===== src/rtl/ecd_pkg.sv =====
// ----------------------------------------------------------------------------
// ecd_pkg
// Shared types, constants and calendar helpers for the epoch to calendar
// date converter: divider phases, month lengths and the leap year rule.
// ----------------------------------------------------------------------------
package ecd_pkg;

    // Datapath widths.
    localparam int QUO_W  = 32;
    localparam int PROD_W = 64;
    localparam int REM_W  = 6;
    localparam int DAYS_W = 16;
    localparam int YEAR_W = 12;
    localparam int MON_W  = 4;
    localparam int YLEN_W = 9;
    localparam int MLEN_W = 5;

    // Divider phases, one per constant division.
    typedef logic [1:0] t_phase;
    localparam t_phase PH_SEC  = 2'd0;
    localparam t_phase PH_MIN  = 2'd1;
    localparam t_phase PH_HOUR = 2'd2;
    localparam t_phase PH_WDAY = 2'd3;

    // Divisors.
    localparam logic [REM_W-1:0] SECS_PER_MIN  = 6'd60;
    localparam logic [REM_W-1:0] MINS_PER_HOUR = 6'd60;
    localparam logic [REM_W-1:0] HOURS_PER_DAY = 6'd24;
    localparam logic [REM_W-1:0] DAYS_PER_WEEK = 6'd7;

    // Reciprocals, rounded up, for exact division by multiplication. Division
    // by 60 is a shift by 2 then division by 15 (operand below 2^30, product
    // shifted by 34); by 24 a shift by 3 then division by 3 (operand below
    // 2^18, shift by 20); by 7 directly (operand below 2^16, shift by 19).
    localparam logic [QUO_W-1:0] RECIP_15 = 32'h4444_4445;
    localparam logic [QUO_W-1:0] RECIP_3  = 32'd349526;
    localparam logic [QUO_W-1:0] RECIP_7  = 32'd74899;

    // Calendar constants.
    localparam logic [YEAR_W-1:0] EPOCH_YEAR    = 12'd1970;
    localparam logic [YEAR_W-1:0] SKIP_CENTURY  = 12'd2100;
    localparam logic [DAYS_W-1:0] EPOCH_WEEKDAY = 16'd4;
    localparam logic [YLEN_W-1:0] DAYS_LEAP     = 9'd366;
    localparam logic [YLEN_W-1:0] DAYS_COMMON   = 9'd365;

    // Month codes, counted from zero.
    localparam logic [MON_W-1:0] MON_JAN = 4'd0;
    localparam logic [MON_W-1:0] MON_FEB = 4'd1;
    localparam logic [MON_W-1:0] MON_APR = 4'd3;
    localparam logic [MON_W-1:0] MON_JUN = 4'd5;
    localparam logic [MON_W-1:0] MON_SEP = 4'd8;
    localparam logic [MON_W-1:0] MON_NOV = 4'd10;
    localparam logic [MON_W-1:0] MON_DEC = 4'd11;

    // Commands from the controller to the datapath.
    typedef struct packed {
        logic   start;
        logic   mul;
        logic   finish;
        t_phase phase;
        logic   year_step;
        logic   month_step;
        logic   out_load;
    } t_dp_cmd;

    // Status from the datapath to the controller.
    typedef struct packed {
        logic year_done;
        logic month_done;
    } t_dp_status;

    function automatic logic [REM_W-1:0] div_divisor(input t_phase p);
        logic [REM_W-1:0] d;
        unique case (p)
            PH_SEC:  d = SECS_PER_MIN;
            PH_MIN:  d = MINS_PER_HOUR;
            PH_HOUR: d = HOURS_PER_DAY;
            default: d = DAYS_PER_WEEK;
        endcase
        return d;
    endfunction

    // Within 1970 to 2106 the only centuries are 2000, which is a leap year,
    // and 2100, which is not.
    function automatic logic is_leap(input logic [YEAR_W-1:0] y);
        return (y[1:0] == 2'b00) && (y != SKIP_CENTURY);
    endfunction

    function automatic logic [YLEN_W-1:0] year_len(input logic [YEAR_W-1:0] y);
        return is_leap(y) ? DAYS_LEAP : DAYS_COMMON;
    endfunction

    function automatic logic [MLEN_W-1:0] month_len(input logic [MON_W-1:0] m,
                                                   input logic leap);
        logic [MLEN_W-1:0] len;
        case (m) inside
            MON_FEB:                            len = leap ? 5'd29 : 5'd28;
            MON_APR, MON_JUN, MON_SEP, MON_NOV: len = 5'd30;
            default:                            len = 5'd31;
        endcase
        return len;
    endfunction

endpackage


===== src/rtl/ecd_dp.sv =====
// ----------------------------------------------------------------------------
// ecd_dp
// Datapath: a shared reciprocal-multiply divider by constants, the year and
// month walk registers and the result register.
// ----------------------------------------------------------------------------
module ecd_dp (
    input  logic                 i_clk,
    input  ecd_pkg::t_dp_cmd     i_cmd,
    output ecd_pkg::t_dp_status  o_status,
    input  logic [31:0]          i_epoch_seconds,
    output logic [5:0]           o_second,
    output logic [5:0]           o_minute,
    output logic [4:0]           o_hour,
    output logic [2:0]           o_weekday,
    output logic [4:0]           o_day_of_month,
    output logic [3:0]           o_month_number,
    output logic [11:0]          o_full_year
);
    import ecd_pkg::*;

    logic [QUO_W-1:0]  r_x;
    logic [QUO_W-1:0]  r_q;
    logic [5:0]        r_sec;
    logic [5:0]        r_min;
    logic [4:0]        r_hour;
    logic [2:0]        r_wday;
    logic [DAYS_W-1:0] r_days;
    logic [YEAR_W-1:0] r_year;
    logic [MON_W-1:0]  r_mon;

    logic [5:0]        r_out_second;
    logic [5:0]        r_out_minute;
    logic [4:0]        r_out_hour;
    logic [2:0]        r_out_weekday;
    logic [4:0]        r_out_day;
    logic [3:0]        r_out_month;
    logic [11:0]       r_out_year;

    logic [REM_W-1:0]   divisor;
    logic [QUO_W-1:0]   div_y;
    logic [QUO_W-1:0]   div_recip;
    logic [PROD_W-1:0]  div_prod;
    logic [QUO_W-1:0]   div_quo;
    logic [2*REM_W-1:0] qd_low;
    logic [REM_W-1:0]   rem;
    logic [DAYS_W-1:0]  wday_operand;
    logic [YLEN_W-1:0]  cur_year_len;
    logic [MLEN_W-1:0]  cur_month_len;

    // Quotient by reciprocal multiplication; the pre-shift removes the
    // power-of-two factor of the divisor.
    always_comb begin
        divisor = div_divisor(i_cmd.phase);
        unique case (i_cmd.phase) inside
            PH_SEC, PH_MIN: begin
                div_y     = {2'b00, r_x[QUO_W-1:2]};
                div_recip = RECIP_15;
            end
            PH_HOUR: begin
                div_y     = {3'b000, r_x[QUO_W-1:3]};
                div_recip = RECIP_3;
            end
            default: begin
                div_y     = r_x;
                div_recip = RECIP_7;
            end
        endcase
        div_prod = {32'd0, div_y} * {32'd0, div_recip};
        unique case (i_cmd.phase) inside
            PH_SEC, PH_MIN: div_quo = {2'b00, div_prod[63:34]};
            PH_HOUR:        div_quo = {12'd0, div_prod[39:20]};
            default:        div_quo = {13'd0, div_prod[37:19]};
        endcase
    end

    // The remainder is below 64, so only the low bits of x - q * d matter.
    assign qd_low = {6'd0, r_q[REM_W-1:0]} * {6'd0, divisor};
    assign rem    = r_x[REM_W-1:0] - qd_low[REM_W-1:0];

    // The weekday counts from a Thursday, so the day count is offset first.
    assign wday_operand = r_q[DAYS_W-1:0] + EPOCH_WEEKDAY;

    // Lengths for the year and month walks.
    assign cur_year_len  = year_len(r_year);
    assign cur_month_len = month_len(r_mon, is_leap(r_year));

    assign o_status.year_done  = r_days < DAYS_W'(cur_year_len);
    assign o_status.month_done = (r_days < DAYS_W'(cur_month_len)) || (r_mon == MON_DEC);

    // Divider, field capture and calendar walk registers.
    always_ff @(posedge i_clk) begin
        if (i_cmd.start) begin
            r_x    <= i_epoch_seconds;
            r_year <= EPOCH_YEAR;
            r_mon  <= MON_JAN;
        end else if (i_cmd.mul) begin
            r_q <= div_quo;
        end else if (i_cmd.finish) begin
            unique case (i_cmd.phase)
                PH_SEC: begin
                    r_sec <= rem;
                    r_x   <= r_q;
                end
                PH_MIN: begin
                    r_min <= rem;
                    r_x   <= r_q;
                end
                PH_HOUR: begin
                    r_hour <= rem[4:0];
                    r_days <= r_q[DAYS_W-1:0];
                    r_x    <= QUO_W'(wday_operand);
                end
                default: begin
                    r_wday <= rem[2:0];
                end
            endcase
        end

        if (i_cmd.year_step) begin
            r_days <= r_days - DAYS_W'(cur_year_len);
            r_year <= r_year + 12'd1;
        end else if (i_cmd.month_step) begin
            r_days <= r_days - DAYS_W'(cur_month_len);
            r_mon  <= r_mon + 4'd1;
        end

        if (i_cmd.out_load) begin
            r_out_second  <= r_sec;
            r_out_minute  <= r_min;
            r_out_hour    <= r_hour;
            r_out_weekday <= r_wday;
            r_out_day     <= r_days[4:0] + 5'd1;
            r_out_month   <= r_mon + 4'd1;
            r_out_year    <= r_year;
        end
    end

    assign o_second       = r_out_second;
    assign o_minute       = r_out_minute;
    assign o_hour         = r_out_hour;
    assign o_weekday      = r_out_weekday;
    assign o_day_of_month = r_out_day;
    assign o_month_number = r_out_month;
    assign o_full_year    = r_out_year;

endmodule


===== src/rtl/ecd_ctrl.sv =====
// ----------------------------------------------------------------------------
// ecd_ctrl
// Controller: sequences the four divisions, the year walk and the month walk,
// and owns the handshakes of both channels.
// ----------------------------------------------------------------------------
module ecd_ctrl (
    input  logic                 i_clk,
    input  logic                 i_rst_n,
    input  logic                 i_in_valid,
    output logic                 o_in_ready,
    output logic                 o_out_valid,
    input  logic                 i_out_ready,
    input  ecd_pkg::t_dp_status  i_status,
    output ecd_pkg::t_dp_cmd     o_cmd
);
    import ecd_pkg::*;

    typedef enum logic [5:0] {
        S_IDLE  = 6'b000001,
        S_MUL   = 6'b000010,
        S_REM   = 6'b000100,
        S_YEAR  = 6'b001000,
        S_MONTH = 6'b010000,
        S_HOLD  = 6'b100000
    } t_state;

    t_state            r_state;
    t_state            n_state;
    t_phase            r_phase;
    t_phase            n_phase;
    logic              r_out_valid;
    logic              n_out_valid;
    logic              can_load;
    t_dp_cmd           cmd;

    // The result register is free when empty or being taken this cycle.
    assign can_load = !r_out_valid || i_out_ready;

    // Next state and command decode.
    always_comb begin
        n_state   = r_state;
        n_phase   = r_phase;
        cmd       = '0;
        cmd.phase = r_phase;
        unique case (r_state)
            S_IDLE: begin
                if (i_in_valid) begin
                    cmd.start = 1'b1;
                    n_phase   = PH_SEC;
                    n_state   = S_MUL;
                end
            end
            S_MUL: begin
                cmd.mul = 1'b1;
                n_state = S_REM;
            end
            S_REM: begin
                cmd.finish = 1'b1;
                if (r_phase == PH_WDAY) begin
                    n_state = S_YEAR;
                end else begin
                    n_phase = r_phase + 2'd1;
                    n_state = S_MUL;
                end
            end
            S_YEAR: begin
                if (i_status.year_done) begin
                    n_state = S_MONTH;
                end else begin
                    cmd.year_step = 1'b1;
                end
            end
            S_MONTH: begin
                if (!i_status.month_done) begin
                    cmd.month_step = 1'b1;
                end else if (can_load) begin
                    cmd.out_load = 1'b1;
                    n_state      = S_IDLE;
                end else begin
                    n_state = S_HOLD;
                end
            end
            S_HOLD: begin
                if (can_load) begin
                    cmd.out_load = 1'b1;
                    n_state      = S_IDLE;
                end
            end
            default: begin
                n_state = S_IDLE;
            end
        endcase
        n_out_valid = cmd.out_load || (r_out_valid && !i_out_ready);
    end

    // Control registers.
    always_ff @(posedge i_clk) begin
        if (!i_rst_n) begin
            r_state     <= S_IDLE;
            r_phase     <= PH_SEC;
            r_out_valid <= 1'b0;
        end else begin
            r_state     <= n_state;
            r_phase     <= n_phase;
            r_out_valid <= n_out_valid;
        end
    end

    assign o_in_ready  = (r_state == S_IDLE);
    assign o_out_valid = r_out_valid;
    assign o_cmd       = cmd;

endmodule


===== src/rtl/epoch_to_calendar_date_core.sv =====
// ----------------------------------------------------------------------------
// epoch_to_calendar_date_core
// Converts a count of seconds since 1970-01-01 00:00:00 into second, minute,
// hour, weekday, day of month, month and full Gregorian year.
// ----------------------------------------------------------------------------
// Channel   Direction  Handshake          Payload
// input     in         i_valid / o_ready  i_epoch_seconds
// result    out        o_valid / i_ready  o_second .. o_full_year
//
// The four constant divisions share one reciprocal multiplier, each as a quotient
// step then a remainder step (S_MUL, S_REM). Then the year walk steps over Y, the
// number of whole years past 1970 (0 to 136), and the month walk over M, the month
// index (0 to 11), one year or month a cycle, each ending once the remaining days
// fit. One request is in flight at a time; the input reopens the cycle after
// the result is loaded, while the previous result may still wait in the output
// register. Reset is synchronous and clears only the control state. A stalled
// result holds the controller in S_HOLD until the register is free.
// ----------------------------------------------------------------------------
module epoch_to_calendar_date_core (
    input  logic        i_clk,
    input  logic        i_rst_n,
    input  logic        i_valid,
    output logic        o_ready,
    input  logic [31:0] i_epoch_seconds,
    output logic        o_valid,
    input  logic        i_ready,
    output logic [5:0]  o_second,
    output logic [5:0]  o_minute,
    output logic [4:0]  o_hour,
    output logic [2:0]  o_weekday,
    output logic [4:0]  o_day_of_month,
    output logic [3:0]  o_month_number,
    output logic [11:0] o_full_year
);
    import ecd_pkg::*;

    t_dp_cmd    cmd;
    t_dp_status status;

    // Sequencer.
    ecd_ctrl u_ctrl (
        .i_clk       (i_clk),
        .i_rst_n     (i_rst_n),
        .i_in_valid  (i_valid),
        .o_in_ready  (o_ready),
        .o_out_valid (o_valid),
        .i_out_ready (i_ready),
        .i_status    (status),
        .o_cmd       (cmd)
    );

    // Divider, calendar walk and result register.
    ecd_dp u_dp (
        .i_clk           (i_clk),
        .i_cmd           (cmd),
        .o_status        (status),
        .i_epoch_seconds (i_epoch_seconds),
        .o_second        (o_second),
        .o_minute        (o_minute),
        .o_hour          (o_hour),
        .o_weekday       (o_weekday),
        .o_day_of_month  (o_day_of_month),
        .o_month_number  (o_month_number),
        .o_full_year     (o_full_year)
    );

endmodule


===== config.mk =====
export PLATFORM = sky130hd
export DESIGN_NAME = epoch_to_calendar_date_core
export DESIGN_NICKNAME = d
export VERILOG_FILES = /design/src/rtl/ecd_pkg.sv /design/src/rtl/ecd_dp.sv /design/src/rtl/ecd_ctrl.sv /design/src/rtl/epoch_to_calendar_date_core.sv
export SDC_FILE = /design/constraint.sdc
export NUM_CORES = 2
export LEC_CHECK = 0
export BUFFER_PORTS_ARGS = -buffer_cell sky130_fd_sc_hd__buf_2
export CAP_MARGIN = 20
export CORE_MARGIN = 3
export CORE_UTILIZATION = 55
export DETAILED_ROUTE_END_ITERATION = 16
export PLACE_DENSITY = 0.83
export SYNTH_ARGS = -nofsm -noshare
export SYNTH_HDL_FRONTEND = slang
export SYNTH_SLANG_ARGS = --single-unit

===== constraint.sdc =====
create_clock -name i_clk -period 11.82 [get_ports i_clk]
set_input_delay 2.364 -clock i_clk [delete_from_list [all_inputs] [get_ports i_clk]]
set_output_delay 2.364 -clock i_clk [all_outputs]
set_load 0.03 [all_outputs]

==> metrics <==
RSZ-0062 raised after global routing no; Worst Tran Pin Value 1.057 ns; Antenna Nets Post-Route 0; Seq/Total Area, Yosys 0.1718; clock sink count 163; vias in the first global route 21672; Worst-Skew Late Latency 0.43 ns; clock skew 0.01306 ns; Critical Path Sink u_dp.r_q[18]; share of the synthesized area in the top cell type 0.2843; WL final 75.02 mm; PnR worst setup slack 1.600 ns; postcts setup bufs 0; layout cell share with drive strength beyond 1 0.05523; drt wl/cell 20.05 um; Cells after Synth 2994; yosys warns 0; fin. max-slew vios 0; Setup crit end kind flop; first-pass GRT wire length 119.9 mm; DIE AREA 53170 um2; gr usage total 0.2905; Ports 79; port buffer count 78; Critical Path AT 10.41 ns; M1 WL 30.26 mm; Crit Path Max Fanout 52; Largest stage delay, worst path 0.86 ns; Hold WC Path Type reg -> reg; Relative slew margins 0.2936; grt ovf 0; Final Cycle Share 0.8647; CP Launch Type flop; dpl ws 1.940 ns; highest routed metal layer met4; crit path kind reg -> reg; GP Congestion 1.003; ANT cells 0; clock buffer depth 2; CTS tree done; core area 49360 um2; Row Count 81; Worst EP required 12.01 ns; Register-to-Register Path Depth 28; Synth area leaders fa_1 28%, ha_1 19%, edfxtp_1 16%; Remaining DRCs 0; Horiz. Die Dim 230.6 um; pin count of the biggest net entering global routing 53; reg2reg end u_dp.r_q[18]; root buffer cell clkbuf_16; Area Overhead vs Synth 6.287%; Worst-path clk slew 0.08 ns; largest area contributor in the netlist fa_1; status finished, final reports clean; via/cell ratio 5.651; Slowest cell on crit path ha_2; max_cap viols 0; FF-to-FF Start u_ctrl.r_phase[1]; crit path from u_ctrl.r_phase[1]; total number of vias 21146; final-report hold violation count 0; CTS Hold Bufs 0; Seq cells post-synth 163; Fillers 4174; setup_tns 0 ns; drt pass-1 iters 8; post_cts resized 0; minimum clock period 10.22 ns; die height 230.6 um; dominant synthesized flop cell edfxtp_1; synthesized area per cell 9.265 um2; metal2 WL 34.88 mm; H-tree levels 4; Starting Density 0.5620; async set-reset flop share out of synthesis 0; Final Net Count 3920; number of synthesized flops with an enable pin 150; hpwl dp 64.39 mm; f_max 97.85 MHz; routed wl met3 5.797 mm; initial DRC count 2536; R2R Setup Slk 1.60 ns; initial antenna violation count 0; cell mode on critical path fa_1; Netlist cell types 87; Post-Syn Area 27740 um2; CTS Buf Count 17; final setup fails 0
==> cell usage after synthesis, types with 9 or more instances <==
master    count
and2_1       33
xor2_1       35
a21o_1       38
o211ai_1     12
fa_1        394
nor3_1       24
o21ai_0      93
a221o_1       9
dfxtp_1      13
and3_1       19
buf_2        18
or3_1        10
nand2b_1     13
ha_1        425
o21bai_1     13
nor2_1      226
edfxtp_1    150
nand3_1      44
nand2_1     208
nor2b_1      18
a21oi_1      89
nand4_1      29
a22o_1       21
clkbuf_1     58
or2_2        13
o21a_1       10
xnor2_1      43
inv_1       777
a22oi_1      29
==> metrics by stage <==
step                      std cells  hold slack, ns  utilization  instance area (um2)
final                          3742          0.4186       0.5974                29480
after global routing           3742          0.4329       0.5974                29480
after CTS                      3742          0.4192       0.5974                29480
after detailed placement       3710          0.4045       0.5857                28910
after floorplan                3032          0.4003            -                27880
after global placement         3710          0.4014       0.5857                28910
==> critical path: cells and delay by family (launching register included) <==
kind	cells	cell delay, ns
flops	1	0.46
simple gates	5	1.17
fa+ha+maj	10	5.08
buf+inv	5	0.48
compound gates	8	2.75
==> per-layer routing <==
metal,GRT usage,vias up
li1,-,9653
met1,0.3899,10231
met2,0.4723,1063
met3,0.03764,199
met4,0.1331,0
met5,0,-
==> layout make-up <==
cell class	instances	area, um2	share of cell area
repair buffers	97	533.0	0.01808
clock buffers	18	429.2	0.01456
multi-input cells	2009	19860	0.6737
clock inverters	14	146.4	0.004965
inverters	777	2917	0.09892
well taps	664	830.8	0.02818
flip-flops and latches	163	4765	0.1616
==> sequential cells by signal, summed over array words and instances, names as in the netlist, 12 cells and up <==
register,flops
u_dp.r_days,16
u_dp.r_q,29
u_dp.o_full_year,12
u_dp.r_x,32
u_dp.r_year,12
==> layout by cell type (no fill, tap or decap), types with 29 or more instances in the layout <==
| master | count |
|---|---|
| nand3_1 | 44 |
| a21o_1 | 38 |
| nor2_1 | 224 |
| nand2_1 | 208 |
| xnor2_1 | 43 |
| and2_1 | 33 |
| xor2_1 | 35 |
| o21ai_0 | 93 |
| a22oi_1 | 29 |
| edfxtp_1 | 150 |
| inv_1 | 777 |
| ha_1 | 424 |
| a21oi_1 | 89 |
| nand4_1 | 29 |
| buf_2 | 78 |
| fa_1 | 394 |
| conb_1 | 40 |
==> worst min path at each step <==
stage | start | end | cells after the start
2_1_floorplan | u_dp.r_hour[0] | u_dp.o_hour[0] | 0
3_3_place_gp | u_dp.r_hour[4] | u_dp.o_hour[4] | 0
3_5_place_dp | u_dp.r_hour[1] | u_dp.o_hour[1] | 0
4_1_cts | u_dp.r_sec[1] | u_dp.o_second[1] | 0
5_1_grt | u_dp.r_min[5] | u_dp.o_minute[5] | 0
6_report | u_dp.r_hour[1] | u_dp.o_hour[1] | 0
==> kinds of logic after synthesis <==
kind of cell | count (synthesis) | share of synthesized area
DFF | 163 | 0.1718
muxes | 2 | 0.0007217
buffers and inverters | 860 | 0.1179
AOI/OAI and AO/OA | 395 | 0.09481
adders and majority gates | 819 | 0.4760
xor gates and xnor gates | 78 | 0.02463
other | 2 | 0.0002707
and+or+nand+nor | 675 | 0.1139
Power is not shown: default switching activity piles up to over one toggle a cycle in this logic, so the estimate is an artifact.
